File: config.mk
export PLATFORM = sky130hd
export DESIGN_NAME = delta_patch_decoder_flat
export DESIGN_NICKNAME = d
export VERILOG_FILES = /design/src/hdl/dpd_pkg.sv /design/src/hdl/dpd_ifs.sv /design/src/hdl/dpd_in_reg.sv /design/src/hdl/dpd_parse.sv /design/src/hdl/dpd_out_reg.sv /design/src/hdl/delta_patch_decoder.sv /design/src/flat_wrapper.sv
export SDC_FILE = /design/constraint.sdc
export NUM_CORES = 1
export LEC_CHECK = 0
export ABC_AREA = 1
export ABC_CLOCK_PERIOD_IN_PS = 11300
export BUFFER_PORTS_ARGS = -buffer_cell sky130_fd_sc_hd__buf_2
export CORE_ASPECT_RATIO = 0.9
export CORE_UTILIZATION = 68
export DETAILED_ROUTE_END_ITERATION = 8
export HOLD_SLACK_MARGIN = 0.06
export PLACE_DENSITY_LB_ADDON = 0.3
export SYNTH_ARGS = -nofsm -noshare
export SYNTH_HDL_FRONTEND = slang
export SYNTH_SLANG_ARGS = --single-unit
File: constraint.sdc
create_clock -name clk -period 11.3 [get_ports clk]
set_input_delay 1.13 -clock clk [delete_from_list [all_inputs] [get_ports clk]]
set_output_delay 1.13 -clock clk [all_outputs]
set_load 0.01 [all_outputs]
File: src/hdl/dpd_pkg.sv
// ----------------------------------------------------------------------------
// dpd_pkg
// Shared types and constants for the delta patch decoder.
// ----------------------------------------------------------------------------
package dpd_pkg;

  // largest region the decoder may address
  localparam int unsigned REGION_MAX_BYTES = 1048576;
  localparam logic [32:0] REGION_MAX_W     = 33'(REGION_MAX_BYTES);

  // field widths
  localparam int unsigned BYTE_W   = 8;
  localparam int unsigned COUNT_W  = 21;
  localparam int unsigned ADDR_W   = 20;
  localparam int unsigned ACC_W    = 32;
  localparam int unsigned SHIFT_W  = 6;
  localparam int unsigned STATUS_W = 2;

  // reset value of region_bytes
  localparam logic [COUNT_W-1:0] REGION_RESET = 21'h100000;

  // varint byte layout and shift step
  localparam logic [BYTE_W-1:0]  VARINT_PAYLOAD = 8'h7F;
  localparam logic [BYTE_W-1:0]  VARINT_MORE    = 8'h80;
  localparam logic [SHIFT_W-1:0] VARINT_STEP    = 6'd7;
  localparam logic [SHIFT_W-1:0] VARINT_LIMIT   = 6'd32;

  // parse phases
  localparam logic [1:0] PH_OFFSET = 2'd0;
  localparam logic [1:0] PH_LENGTH = 2'd1;
  localparam logic [1:0] PH_DATA   = 2'd2;

  // status codes
  localparam logic [STATUS_W-1:0] ST_RUN   = 2'd0;
  localparam logic [STATUS_W-1:0] ST_DONE  = 2'd1;
  localparam logic [STATUS_W-1:0] ST_TRUNC = 2'd2;
  localparam logic [STATUS_W-1:0] ST_RANGE = 2'd3;

  typedef struct packed {
    logic [BYTE_W-1:0]  patch_byte;
    logic [COUNT_W-1:0] stream_bytes;
  } item_t;

  typedef struct packed {
    logic                write_enable;
    logic [ADDR_W-1:0]   write_address;
    logic [BYTE_W-1:0]   write_data;
    logic [STATUS_W-1:0] status;
  } result_t;

  // parser status seen by the top level
  typedef struct packed {
    logic [STATUS_W-1:0] err;
    logic [1:0]          phase;
    logic                pos_zero;
  } parse_stat_t;

endpackage

File: src/hdl/dpd_ifs.sv
// ----------------------------------------------------------------------------
// dpd_ifs
// Valid/ready channel interfaces for patch bytes and write results.
// ----------------------------------------------------------------------------
interface dpd_in_if;
  logic                         valid;
  logic                         ready;
  logic [dpd_pkg::BYTE_W-1:0]   patch_byte;
  logic [dpd_pkg::COUNT_W-1:0]  stream_bytes;

  modport source (output valid, output patch_byte, output stream_bytes, input ready);
  modport sink   (input valid, input patch_byte, input stream_bytes, output ready);
endinterface

interface dpd_out_if;
  logic                          valid;
  logic                          ready;
  logic                          write_enable;
  logic [dpd_pkg::ADDR_W-1:0]    write_address;
  logic [dpd_pkg::BYTE_W-1:0]    write_data;
  logic [dpd_pkg::STATUS_W-1:0]  status;

  modport source (output valid, output write_enable, output write_address,
                  output write_data, output status, input ready);
  modport sink   (input valid, input write_enable, input write_address,
                  input write_data, input status, output ready);
endinterface

File: src/hdl/dpd_in_reg.sv
// ----------------------------------------------------------------------------
// dpd_in_reg
// Input register stage holding one patch byte transaction.
// ----------------------------------------------------------------------------
module dpd_in_reg (
  input  logic           clk,
  input  logic           rst_n,
  input  logic           in_valid,
  input  dpd_pkg::item_t in_item,
  output logic           in_ready,
  input  logic           take,
  output logic           valid_r,
  output dpd_pkg::item_t item_r
);

  logic           valid_nxt;
  dpd_pkg::item_t item_nxt;

  assign in_ready = !valid_r || take;

  always_comb begin
    valid_nxt = valid_r;
    item_nxt  = item_r;
    if (in_ready) begin
      valid_nxt = in_valid;
    end
    if (in_valid && in_ready) begin
      item_nxt = in_item;
    end
  end

  always_ff @(posedge clk) begin
    if (!rst_n) begin
      valid_r <= 1'b0;
    end else begin
      valid_r <= valid_nxt;
    end
    item_r <= item_nxt;
  end

endmodule

File: src/hdl/dpd_parse.sv
// ----------------------------------------------------------------------------
// dpd_parse
// Parser state and single-pass step logic: varint headers, data writes, checks.
// ----------------------------------------------------------------------------
module dpd_parse (
  input  logic                         clk,
  input  logic                         rst_n,
  input  logic                         step,
  input  dpd_pkg::item_t               item,
  input  logic [dpd_pkg::COUNT_W-1:0]  region_bytes,
  output dpd_pkg::result_t             result,
  output dpd_pkg::parse_stat_t         stat
);

  logic [1:0]                         phase_r,   phase_nxt;
  logic [dpd_pkg::ACC_W-1:0]          off_acc_r, off_acc_nxt;
  logic [dpd_pkg::ACC_W-1:0]          len_acc_r, len_acc_nxt;
  logic [dpd_pkg::SHIFT_W-1:0]        shift_r,   shift_nxt;
  logic [dpd_pkg::COUNT_W-1:0]        remain_r,  remain_nxt;
  logic [dpd_pkg::COUNT_W-1:0]        wptr_r,    wptr_nxt;
  logic [dpd_pkg::COUNT_W-1:0]        pos_r,     pos_nxt;
  logic [dpd_pkg::STATUS_W-1:0]       err_r,     err_nxt;

  logic [dpd_pkg::COUNT_W:0]          pos_after;
  logic                               at_end;
  logic                               more;
  logic [32:0]                        rgn_ext;
  logic [32:0]                        region_lim;
  logic                               shift_ok;
  logic [dpd_pkg::ACC_W-1:0]          shifted;
  logic [dpd_pkg::ACC_W-1:0]          acc_in;
  logic [dpd_pkg::ACC_W-1:0]          acc_new;
  logic [dpd_pkg::SHIFT_W-1:0]        shift_new;
  logic [32:0]                        end_sum;
  logic [32:0]                        need;
  logic                               range_bad;
  logic                               trunc_bad;
  logic [dpd_pkg::COUNT_W-1:0]        remain_dec;
  logic                               done;
  logic                               clear;

  // shared datapath terms
  always_comb begin
    pos_after  = {1'b0, pos_r} + 22'd1;
    at_end     = pos_after >= {1'b0, item.stream_bytes};
    more       = (item.patch_byte & dpd_pkg::VARINT_MORE) != 8'd0;
    rgn_ext    = {12'd0, region_bytes};
    region_lim = (rgn_ext > dpd_pkg::REGION_MAX_W) ? dpd_pkg::REGION_MAX_W : rgn_ext;
    shift_ok   = shift_r < dpd_pkg::VARINT_LIMIT;
    // shift is a multiple of seven below 32 here, so five bits suffice
    shifted    = {24'd0, item.patch_byte & dpd_pkg::VARINT_PAYLOAD} << shift_r[4:0];
    acc_in     = (phase_r == dpd_pkg::PH_OFFSET) ? off_acc_r : len_acc_r;
    acc_new    = shift_ok ? (acc_in | shifted) : acc_in;
    shift_new  = shift_ok ? (shift_r + dpd_pkg::VARINT_STEP) : shift_r;
    end_sum    = {1'b0, off_acc_r} + {1'b0, acc_new};
    need       = {11'd0, pos_after} + {1'b0, acc_new};
    range_bad  = end_sum > region_lim;
    trunc_bad  = need > {12'd0, item.stream_bytes};
    remain_dec = remain_r - 21'd1;
  end

  always_comb begin
    phase_nxt   = phase_r;
    off_acc_nxt = off_acc_r;
    len_acc_nxt = len_acc_r;
    shift_nxt   = shift_r;
    remain_nxt  = remain_r;
    wptr_nxt    = wptr_r;
    pos_nxt     = pos_r;
    err_nxt     = err_r;
    done        = 1'b0;
    clear       = 1'b0;
    result      = '0;

    if (err_r != dpd_pkg::ST_RUN) begin
      result.status = err_r;
    end else begin
      pos_nxt = pos_after[dpd_pkg::COUNT_W-1:0];
      case (phase_r)
        dpd_pkg::PH_OFFSET: begin
          off_acc_nxt = acc_new;
          shift_nxt   = shift_new;
          if (at_end) begin
            err_nxt = dpd_pkg::ST_TRUNC;
          end else if (!more) begin
            phase_nxt   = dpd_pkg::PH_LENGTH;
            len_acc_nxt = '0;
            shift_nxt   = '0;
          end
        end
        dpd_pkg::PH_LENGTH: begin
          len_acc_nxt = acc_new;
          shift_nxt   = shift_new;
          if (more) begin
            if (at_end) begin
              err_nxt = dpd_pkg::ST_TRUNC;
            end
          end else if (range_bad) begin
            err_nxt = dpd_pkg::ST_RANGE;
          end else if (trunc_bad) begin
            err_nxt = dpd_pkg::ST_TRUNC;
          end else if (acc_new == '0) begin
            if (at_end) begin
              done  = 1'b1;
              clear = 1'b1;
            end else begin
              phase_nxt   = dpd_pkg::PH_OFFSET;
              off_acc_nxt = '0;
              shift_nxt   = '0;
            end
          end else begin
            phase_nxt  = dpd_pkg::PH_DATA;
            remain_nxt = acc_new[dpd_pkg::COUNT_W-1:0];
            wptr_nxt   = off_acc_r[dpd_pkg::COUNT_W-1:0];
          end
        end
        default: begin
          // data byte: one write, address walks up
          result.write_enable  = 1'b1;
          result.write_address = wptr_r[dpd_pkg::ADDR_W-1:0];
          result.write_data    = item.patch_byte;
          wptr_nxt   = wptr_r + 21'd1;
          remain_nxt = remain_dec;
          if (remain_dec == '0) begin
            if (at_end) begin
              done  = 1'b1;
              clear = 1'b1;
            end else begin
              phase_nxt   = dpd_pkg::PH_OFFSET;
              off_acc_nxt = '0;
              shift_nxt   = '0;
            end
          end else if (at_end) begin
            err_nxt = dpd_pkg::ST_TRUNC;
          end
        end
      endcase

      if (clear) begin
        phase_nxt   = dpd_pkg::PH_OFFSET;
        off_acc_nxt = '0;
        len_acc_nxt = '0;
        shift_nxt   = '0;
        remain_nxt  = '0;
        wptr_nxt    = '0;
        pos_nxt     = '0;
      end

      if (err_nxt != dpd_pkg::ST_RUN) begin
        result.status = err_nxt;
      end else if (done) begin
        result.status = dpd_pkg::ST_DONE;
      end else begin
        result.status = dpd_pkg::ST_RUN;
      end
    end
  end

  always_ff @(posedge clk) begin
    if (!rst_n) begin
      phase_r   <= dpd_pkg::PH_OFFSET;
      off_acc_r <= '0;
      len_acc_r <= '0;
      shift_r   <= '0;
      remain_r  <= '0;
      wptr_r    <= '0;
      pos_r     <= '0;
      err_r     <= dpd_pkg::ST_RUN;
    end else if (step) begin
      phase_r   <= phase_nxt;
      off_acc_r <= off_acc_nxt;
      len_acc_r <= len_acc_nxt;
      shift_r   <= shift_nxt;
      remain_r  <= remain_nxt;
      wptr_r    <= wptr_nxt;
      pos_r     <= pos_nxt;
      err_r     <= err_nxt;
    end
  end

  assign stat.err      = err_r;
  assign stat.phase    = phase_r;
  assign stat.pos_zero = (pos_r == '0);

endmodule

File: src/hdl/dpd_out_reg.sv
// ----------------------------------------------------------------------------
// dpd_out_reg
// Result register stage; holds a result until the sink takes it.
// ----------------------------------------------------------------------------
module dpd_out_reg (
  input  logic             clk,
  input  logic             rst_n,
  input  logic             load,
  input  dpd_pkg::result_t result,
  output logic             can_load,
  output logic             valid_r,
  output dpd_pkg::result_t result_r,
  input  logic             out_ready
);

  logic             valid_nxt;
  dpd_pkg::result_t result_nxt;

  assign can_load = !valid_r || out_ready;

  always_comb begin
    valid_nxt  = valid_r;
    result_nxt = result_r;
    if (load) begin
      valid_nxt  = 1'b1;
      result_nxt = result;
    end else if (out_ready) begin
      valid_nxt = 1'b0;
    end
  end

  always_ff @(posedge clk) begin
    if (!rst_n) begin
      valid_r <= 1'b0;
    end else begin
      valid_r <= valid_nxt;
    end
    result_r <= result_nxt;
  end

endmodule

File: src/hdl/delta_patch_decoder.sv
// ----------------------------------------------------------------------------
// delta_patch_decoder
// Streaming varint offset/length delta patch decoder, one byte a cycle unless stalled.
// ----------------------------------------------------------------------------
//
//  channel   direction  payload                                          sync
//  --------  ---------  -----------------------------------------------  ----------
//  in_ch     sink       patch_byte[8], stream_bytes[21]                  valid/ready
//  out_ch    source     write_enable, write_address[20], write_data[8],  valid/ready
//                       status[2]
//  cfg_*     write      cfg_wdata[21] = region_bytes on cfg_we           none
//
//  one byte transaction per clock sustained while out_ch is ready; each byte
//  yields exactly one result: input register, then parse step into result register
//  the parse step is a short varint shift-or plus a 33-bit add/compare pair
//  synchronous active-low reset; region_bytes resets to the full region size
//  a stalled sink holds the result register, and back-pressure reaches in_ch.ready
//  through the input register in the same cycle
//
module delta_patch_decoder (
  input  logic                         clk,
  input  logic                         rst_n,
  input  logic                         cfg_we,
  input  logic [dpd_pkg::COUNT_W-1:0]  cfg_wdata,
  dpd_in_if.sink                       in_ch,
  dpd_out_if.source                    out_ch
);

  // region size register: the user writes it only while the decoder is idle; unchecked
  logic [dpd_pkg::COUNT_W-1:0] region_r, region_nxt;

  // input stage
  dpd_pkg::item_t       in_item;
  dpd_pkg::item_t       item_r;
  logic                 item_valid_r;

  // parse step and result stage
  logic                 step;
  logic                 can_load;
  dpd_pkg::result_t     step_result;
  dpd_pkg::result_t     result_r;
  logic                 result_valid_r;
  dpd_pkg::parse_stat_t stat;

  always_comb begin
    region_nxt = region_r;
    if (cfg_we) begin
      region_nxt = cfg_wdata;
    end
  end

  always_ff @(posedge clk) begin
    if (!rst_n) begin
      region_r <= dpd_pkg::REGION_RESET;
    end else begin
      region_r <= region_nxt;
    end
  end

  assign in_item.patch_byte   = in_ch.patch_byte;
  assign in_item.stream_bytes = in_ch.stream_bytes;

  // a held byte moves through the parser whenever the result register can take it
  assign step = item_valid_r && can_load;

  dpd_in_reg u_in_reg (
    .clk      (clk),
    .rst_n    (rst_n),
    .in_valid (in_ch.valid),
    .in_item  (in_item),
    .in_ready (in_ch.ready),
    .take     (can_load),
    .valid_r  (item_valid_r),
    .item_r   (item_r)
  );

  dpd_parse u_parse (
    .clk          (clk),
    .rst_n        (rst_n),
    .step         (step),
    .item         (item_r),
    .region_bytes (region_r),
    .result       (step_result),
    .stat         (stat)
  );

  dpd_out_reg u_out_reg (
    .clk       (clk),
    .rst_n     (rst_n),
    .load      (step),
    .result    (step_result),
    .can_load  (can_load),
    .valid_r   (result_valid_r),
    .result_r  (result_r),
    .out_ready (out_ch.ready)
  );

  assign out_ch.valid         = result_valid_r;
  assign out_ch.write_enable  = result_r.write_enable;
  assign out_ch.write_address = result_r.write_address;
  assign out_ch.write_data    = result_r.write_data;
  assign out_ch.status        = result_r.status;

  // an error, once raised, never changes until reset
  a_err_sticky: assert property (@(posedge clk) disable iff (!rst_n)
    (stat.err != dpd_pkg::ST_RUN) |=> (stat.err == $past(stat.err)))
    else $error("sticky error changed");

  // with an error standing, each byte reports it and writes nothing
  a_err_report: assert property (@(posedge clk) disable iff (!rst_n)
    (step && stat.err != dpd_pkg::ST_RUN) |=>
      (out_ch.valid && !out_ch.write_enable && out_ch.status == $past(stat.err)))
    else $error("error byte result wrong");

  // a finished stream leaves the parser in its reset state
  a_done_clear: assert property (@(posedge clk) disable iff (!rst_n)
    (step && step_result.status == dpd_pkg::ST_DONE) |=>
      (stat.phase == dpd_pkg::PH_OFFSET && stat.pos_zero))
    else $error("parser not cleared after stream end");

  // writes come only from the data phase
  a_write_phase: assert property (@(posedge clk) disable iff (!rst_n)
    (step && step_result.write_enable) |-> (stat.phase == dpd_pkg::PH_DATA))
    else $error("write outside data phase");

endmodule

File: src/flat_wrapper.sv
// flat-port wrapper written by rule: the top's interface ports become plain ports
module delta_patch_decoder_flat 
  (clk, rst_n, cfg_we, cfg_wdata, in_ch_valid, in_ch_patch_byte, in_ch_stream_bytes, in_ch_ready, out_ch_valid, out_ch_write_enable, out_ch_write_address, out_ch_write_data, out_ch_status, out_ch_ready);
  dpd_in_if in_ch_i ();
  dpd_out_if out_ch_i ();
  input  logic clk;
  input  logic rst_n;
  input  logic cfg_we;
  input  logic [dpd_pkg::COUNT_W-1:0] cfg_wdata;
  input wire logic [$bits(in_ch_i.valid)-1:0] in_ch_valid;
  input wire logic [$bits(in_ch_i.patch_byte)-1:0] in_ch_patch_byte;
  input wire logic [$bits(in_ch_i.stream_bytes)-1:0] in_ch_stream_bytes;
  output wire logic [$bits(in_ch_i.ready)-1:0] in_ch_ready;
  output wire logic [$bits(out_ch_i.valid)-1:0] out_ch_valid;
  output wire logic [$bits(out_ch_i.write_enable)-1:0] out_ch_write_enable;
  output wire logic [$bits(out_ch_i.write_address)-1:0] out_ch_write_address;
  output wire logic [$bits(out_ch_i.write_data)-1:0] out_ch_write_data;
  output wire logic [$bits(out_ch_i.status)-1:0] out_ch_status;
  input wire logic [$bits(out_ch_i.ready)-1:0] out_ch_ready;
  assign in_ch_i.valid = in_ch_valid;
  assign in_ch_i.patch_byte = in_ch_patch_byte;
  assign in_ch_i.stream_bytes = in_ch_stream_bytes;
  assign in_ch_ready = in_ch_i.ready;
  assign out_ch_valid = out_ch_i.valid;
  assign out_ch_write_enable = out_ch_i.write_enable;
  assign out_ch_write_address = out_ch_i.write_address;
  assign out_ch_write_data = out_ch_i.write_data;
  assign out_ch_status = out_ch_i.status;
  assign out_ch_i.ready = out_ch_ready;
  delta_patch_decoder u_core (.clk(clk), .rst_n(rst_n), .cfg_we(cfg_we), .cfg_wdata(cfg_wdata), .in_ch(in_ch_i), .out_ch(out_ch_i));
endmodule
* After elaboration in Yosys (flattened, before gate mapping)
Index checks and enable logic that the tools add are counted.
** Storage, ports and cells
- Register bits :: 220
- Input port bits :: 55
- Output and inout port bits :: 33
- Word-level logic and storage cells :: 134
** Cells by class
- Add/subtract/negate cells :: 6
- $lt $le $gt $ge :: 5
- Equal/unequal tests :: 10
- Shift operators :: 1
- Muxes and demuxes :: 71
- Bitwise gates (word level) :: 2
- Reduce and logical (&&, ||, !) cells :: 22
** Operators by type and width (number)
- 32-bit 2-to-1 mux :: 12
- 21-bit 2-to-1 mux :: 12
- 32-bit case mux with 2 select lines :: 2
- 21-bit case mux with 2 select lines :: 2
- 33-bit by 21-bit > comparator with 1-bit output :: 2
- 6-bit 2-to-1 mux :: 11
- 2-bit 2-to-1 mux :: 17
- 22-bit by 32-bit adder with 33-bit output :: 1
- 32-bit by 32-bit adder with 33-bit output :: 1
- 32-bit logical NOT :: 1
- 32-bit OR :: 1
- 7-bit by 5-bit left shift with 32-bit output :: 1
- 29-bit 2-to-1 mux :: 1
- 21-bit by 1-bit adder with 22-bit output (second input constant) :: 1
- 22-bit by 21-bit >= comparator with 1-bit output :: 1
- 21-bit by 1-bit adder with 21-bit output (second input constant) :: 1
- 21-bit > comparator (second input constant) :: 1
- 21-bit logical NOT :: 1
- 21-bit by 1-bit subtractor with 21-bit output (second input constant) :: 1
- 3-bit inequality test (second input constant) :: 6
- 7-bit AND reduction :: 2
- 6-bit case mux with 2 select lines :: 1
- 1-bit 2-to-1 mux :: 10
- 2-bit case mux with 2 select lines :: 2
- 21 further kinds :: 26

* Depth between registers and ports, before layout
- Depth in word-level cells :: 14
- Gate-level depth with buffers :: 41
- Mapped depth without buffers :: 38

* By module
Synthesis repeated with hierarchy kept, for this count alone.
** Unflattened totals
- Cell total of the unflattened synthesis :: 2647
- Area total of the unflattened synthesis :: 17179.0 sq um
** By module, submodules not included
- dpd_parse :: times used 1, cells each 2440, area each 14376.3 sq um, seq. area each 2722.6 sq um
- dpd_out_reg :: times used 1, cells each 37, area each 977.2 sq um, seq. area each 950.9 sq um
- dpd_in_reg :: times used 1, cells each 36, area each 922.1 sq um, seq. area each 890.9 sq um
- delta_patch_decoder :: times used 1, cells each 134, area each 903.4 sq um, seq. area each 420.4 sq um

* Worst setup path before layout
No wires, ideal clock.
- Path kind :: flip-flop to flip-flop
- Start point :: register u_core.u_parse.phase_r[1]
- End point :: register u_core.u_parse.remain_r[10] (netlist bit)
- Setup time :: 0.113 ns
- Arrival :: 4.823 ns
- Required time :: 11.187 ns
- Path slack :: 6.364 ns
- Cell stages (with the launch flop) :: 38
- Buffers on the path :: 5
- Period minus slack after synthesis :: 4.936 ns
- Cell sequence :: dfxtp_1 -> buf_6 -> nor2_4 -> buf_8 -> buf_6 -> buf_4 -> a21oi_1 -> nor2_1 -> inv_1 -> ha_1 -> nand2_1 -> nand2_1 -> a31o_2 -> a21oi_1 -> nor2_1 -> nand3_1 -> o2111ai_1 -> a221oi_1 -> [... 2 more ...] -> nand2_1 -> nor2_1 -> inv_1 -> nor4b_1 -> nand4_1 -> nand2_1 -> nand4_1 -> nor2_1 -> nand2_1 -> nor2_8 -> nand3_4 -> nand2_1 -> inv_1 -> nand3_2 -> buf_4 -> nand3_1 -> nand2_1 -> nor2_1
** On the way
- Cells in the longest elaborated chain, start to end :: 13
- Elaborated cells between the ends (all ways) :: 28
- Those cells by class :: add/sub (2); order compare (2); eq/ne (6); mux (14); bitwise (1); reduce/logical (3)
** Ends and longest elaborated chain
- from (decl) :: line dpd_parse.sv:15 : logic [1:0] phase_r, phase_nxt;
- from (signal assigned) :: line dpd_parse.sv:161 : phase_r <= dpd_pkg::PH_OFFSET;
- from (signal assigned) :: line dpd_parse.sv:170 : phase_r <= phase_nxt;
- 2-bit logical NOT :: line dpd_parse.sv:52, dpd_parse.sv:79
- 32-bit 2-to-1 mux :: line dpd_parse.sv:52 : acc_in = (phase_r == dpd_pkg::PH_OFFSET) ? off_acc_r : len_acc_r;
- 32-bit OR :: line dpd_parse.sv:53 : acc_new = shift_ok ? (acc_in | shifted) : acc_in;
- 32-bit 2-to-1 mux :: line dpd_parse.sv:53
- 22-bit by 32-bit adder with 33-bit output / 32-bit logical NOT (equally long branches) :: line dpd_parse.sv:56, dpd_parse.sv:102
- 33-bit by 21-bit > comparator with 1-bit output / 1-bit 2-to-1 mux (equally long branches) :: line dpd_parse.sv:58, dpd_parse.sv:102
- 1-bit 2-to-1 mux :: line dpd_parse.sv:100 : end else if (trunc_bad) begin
- 1-bit 2-to-1 mux :: line dpd_parse.sv:98 : end else if (range_bad) begin
- 1-bit 2-to-1 mux :: line dpd_parse.sv:94 : if (more) begin
- 1-bit case mux with 2 select lines :: line dpd_parse.sv:79 : case (phase_r)
- 1-bit 2-to-1 mux :: line dpd_parse.sv:75 : if (err_r != dpd_pkg::ST_RUN) begin
- 3-bit inequality test (no source line) / 2-bit by 1-bit inequality test with 1-bit output (equally long branches)
- 7-bit AND reduction (no source line)
- to (signal assigned) :: line dpd_parse.sv:174 : remain_r <= remain_nxt;
- to (decl) :: line dpd_parse.sv:19 : logic [dpd_pkg::COUNT_W-1:0] remain_r, remain_nxt;
Parallel ways exist; a longest one is shown, timed or not. The select of a mux whose other input is x is not followed.
A chain may end at the register's enable or synchronous reset.

* Final worst setup path
- Start point :: register u_core.u_parse.phase_r[1]
- End point :: register u_core.u_parse.remain_r[5] (netlist bit)
The elaborated chain is that of the path after synthesis.

==> metrics.md <==
| Metric | Value |
|---|---|
| Status | `completed` |
| Total gr overflow | `0` |
| Final WL | `50,600 um` |
| CP required | `11.77 ns` |
| Top cells by area, synth | `dfxtp_1 (19%), nand2_1 (13%), edfxtp_1 (11%)` |
| Cell count after synthesis | `2,496` |
| Hold-fix buffers, CTS | `0` |
| Pre-CTS setup slack | `4.07 ns` |
| Syn Nets | `2,675` |
| Clock Path Buffers | `3` |
| Hold Path Class | `reg2reg` |
| Clk_skew | `0.0160 ns` |
| Clock-pin slew on the worst setup and hold paths | `0.06 ns` |
| Fin nets | `2,713` |
| Worst setup EP type | `register` |
| Crit path max fanout | `84` |
| Post-synthesis sequential area ratio | `30.0%` |
| Synth warn | `0` |
| Final setup viols | `0` |
| Slew Viols, Final | `0` |
| CP max stage delay | `0.76 ns` |
| Cell-internal power | `1630 uW` |
| Syn-to-layout area delta | `7.48%` |
| Worst-Margin Slew | `1.15 ns` |
| Max-Cap Viols | `0` |
| Average wire per standard cell | `17.7 um` |
| First-pass GRT wire length | `80,100 um` |
| Share of cells above drive strength 1 | `8.46%` |
| Fmax achieved | `132 MHz` |
| Switching power | `1040 uW` |
| GPL Wtd Cong | `1.00` |
| WP data arrival | `8.02 ns` |
| Vias in the first global route | `15,600` |
| Post-synth top area share | `19.2%` |
| Syn_area_per_cell | `6.65 um2` |
| Synthesized area | `16,600 um2` |
| Starting Density | `70.1%` |
| # rows | `53` |
| Clock Sinks | `219` |
| Final Cycle Share | `66.8%` |
| Clock Power Share | `30.1%` |
| Initial antenna violation count | `1` |
| IO Count | `88` |
| Number of remaining DRC errors | `0` |
| Clock Latency Late Sink | `0.55 ns` |
| PD cells | `150 nW/um2` |
| Port Buf Inserts | `87` |
| Post-CTS sizing | `0` |
| First-pass detailed-route iteration total | `6` |
| Worst setup SP type | `register` |
| Fill count | `1,905` |
| Drt initial violations | `2,252` |
| Number of distinct library cells after synthesis | `53` |
| DIE AREA | `25,100 um2` |
| Routed via count | `17,400` |
| GRT Overall Usage | `39.8%` |
| RSZ-0062 raised after global routing | `false` |
| Synth async-reset ratio | `0%` |
| Switch share | `38.9%` |
| Normalized max-slew margin | `23.5%` |
| CP dominant cell by count | `nor2_1` |
| EDFF count, synth | `60` |
| Final hold violation count | `0` |
| Seq pwr share | `33.6%` |
| Critical path depth in cells | `32` |
| Largest net degree at the start of global routing | `102` |
| P_leak | `0.00853 uW` |
| Leading area contributor after synthesis | `dfxtp_1` |
| Final ANT Viol Nets | `0` |
| Post-synth top flop | `dfxtp_1` |
| FF+latch count, synth | `219` |
| Reg2reg path depth | `32` |
| Hold Path Stages | `2` |
| Delay-heaviest family, CP | `simple AND/OR/NAND/NOR gates` |
| Chip height | `150 um` |
| Peak supply drop | `0.118 mV` |
| Setup TNS | `0 ns` |
| Worst path slowest cell | `buf_4` |
| # H-tree levels | `1` |
| Gate power share | `36.3%` |
| Die W | `167 um` |
| Core ar. | `23,700 um2` |
| Minimum clock period | `7.55 ns` |
| Post-DP HPWL | `37,600 um` |
| Root buffer cell | `clkbuf_16` |
| Setup ws final | `3.75 ns` |
| Cts bufs inserted | `24` |
| CTS tree | `built` |
| Post-CTS Setup Inserts | `0` |
| Worst setup path class | `reg2reg` |
| Routed vias/inst | `6.08` |
| Buf/Inv on CP | `3` |
kinds of logic (layout without fill, tap and decap cells):
group	Yosys count	in the layout	synth area share, %
compound gates	370	370	12.1
xor+xnor	86	86	4.54
fa+ha+maj	124	124	9.43
buf+inv	318	374	8.11
flops	219	219	30.0
mux	8	8	0.482
other cells	0	1	0
simple gates	1371	1371	35.3
power groups by stage:
stage	sequential, uW	combinational, uW	clock (uW)
after floorplan	897	693	0
after detailed placement	911	925	0
after CTS	895	934	804
after global placement	910	895	0
after global routing	901	1060	832
final	898	969	805
worst register-to-register path: cells and delay by family (launching register included):
kind	cells	cell delay [ns]
and+or+nand+nor	21	3.67
buffers and inverters	3	1.35
AOI/OAI and AO/OA	5	1.33
adders and majority gates	2	0.59
DFF	1	0.42
xor gates and xnor gates	1	0.13
layout by cell type, fill, tap and decap left out, drive strengths merged, types with 4 or more instances in the layout:
cell type	instances
nand4	49
xor2	58
clkbuf	36
o21ai	158
clkinv	8
nor4	15
dfxtp	159
inv	229
ha	122
o21bai	11
mux2i	8
nor2	455
a21o	9
a211oi	7
a21oi	167
nand3	205
o21a	4
nand3b	10
buf	100
edfxtp	60
nand2	603
xnor2	28
nor3	24
stage by stage:
| step | total power, uW | util (%) | hold slack [ns] | std cells | cell area [um2] |
|---|---|---|---|---|---|
| 4_1_cts | 2630 | 75.4 | 0.481 | 2854 | 17800 |
| 3_5_place_dp | 1840 | 72.0 | 0.468 | 2810 | 17000 |
| 5_1_grt | 2790 | 75.4 | 0.507 | 2854 | 17800 |
| 3_3_place_gp | 1800 | 72.0 | 0.455 | 2810 | 17000 |
| 2_1_floorplan | 1590 | - | 0.441 | 2496 | 16600 |
| 6_report | 2670 | 75.4 | 0.492 | 2855 | 17800 |
Yosys cell counts (40+ instances only):
cell and n:
a21oi_1 167, clkbuf_1 40, dfxtp_1 159, edfxtp_1 60, ha_1 122, inv_1 217, nand2_1 577, nand3_1 196
nand4_1 49, nor2_1 440, o21ai_0 135, xor2_1 58
state kept, by name, summed over array words and instances (netlist names):
name and flops:
u_core.u_in_reg.valid_r 1, u_core.u_parse.remain_r 21, u_core.u_parse.wptr_r 20, u_core.region_r 21, u_core.u_parse.shift_r 6, u_core.u_out_reg.valid_r 1, u_core.u_out_reg.result_r 31, u_core.u_parse.pos_r 21
u_core.u_parse.off_acc_r 32, u_core.u_parse.len_acc_r 32, u_core.u_parse.err_r 2, u_core.u_parse.phase_r 2, u_core.u_in_reg.item_r 29
worst paths after layout:
| check | from | endpoint | slack [ns] |
|---|---|---|---|
| worst max-delay path | u_core.u_parse.phase_r[1] | u_core.u_parse.remain_r[5] | 3.75 |
| worst min-delay path | u_core.u_parse.remain_r[1] | u_core.u_parse.remain_r[1] | 0.49 |
| worst max register to register | u_core.u_parse.phase_r[1] | u_core.u_parse.remain_r[5] | 3.75 |
| worst min register to register | u_core.u_parse.remain_r[1] | u_core.u_parse.remain_r[1] | 0.49 |
final cells by class:
type / count / area [um2] / area share (%)
diodes: 1 / 2.50 / 0.0140
clock buffers: 36 / 717 / 4.02
clock inverters: 8 / 90.1 / 0.505
inverters: 230 / 863 / 4.84
multi-input cells: 1959 / 10300 / 57.6
flip-flops and latches: 219 / 4980 / 27.9
well taps: 302 / 378 / 2.12
repair buffers: 100 / 536 / 3.00
routing by layer:
layer  vias up  part of all wire [%]  GRT usage (%)
met4         0                   4.9           19.0
met1      7892                    42           53.8
li1       8298                     -              -
met2       975                    42           60.8
met3       187                    11           8.54
met5         -                     0              0
Power figures use the tool's default switching activity.
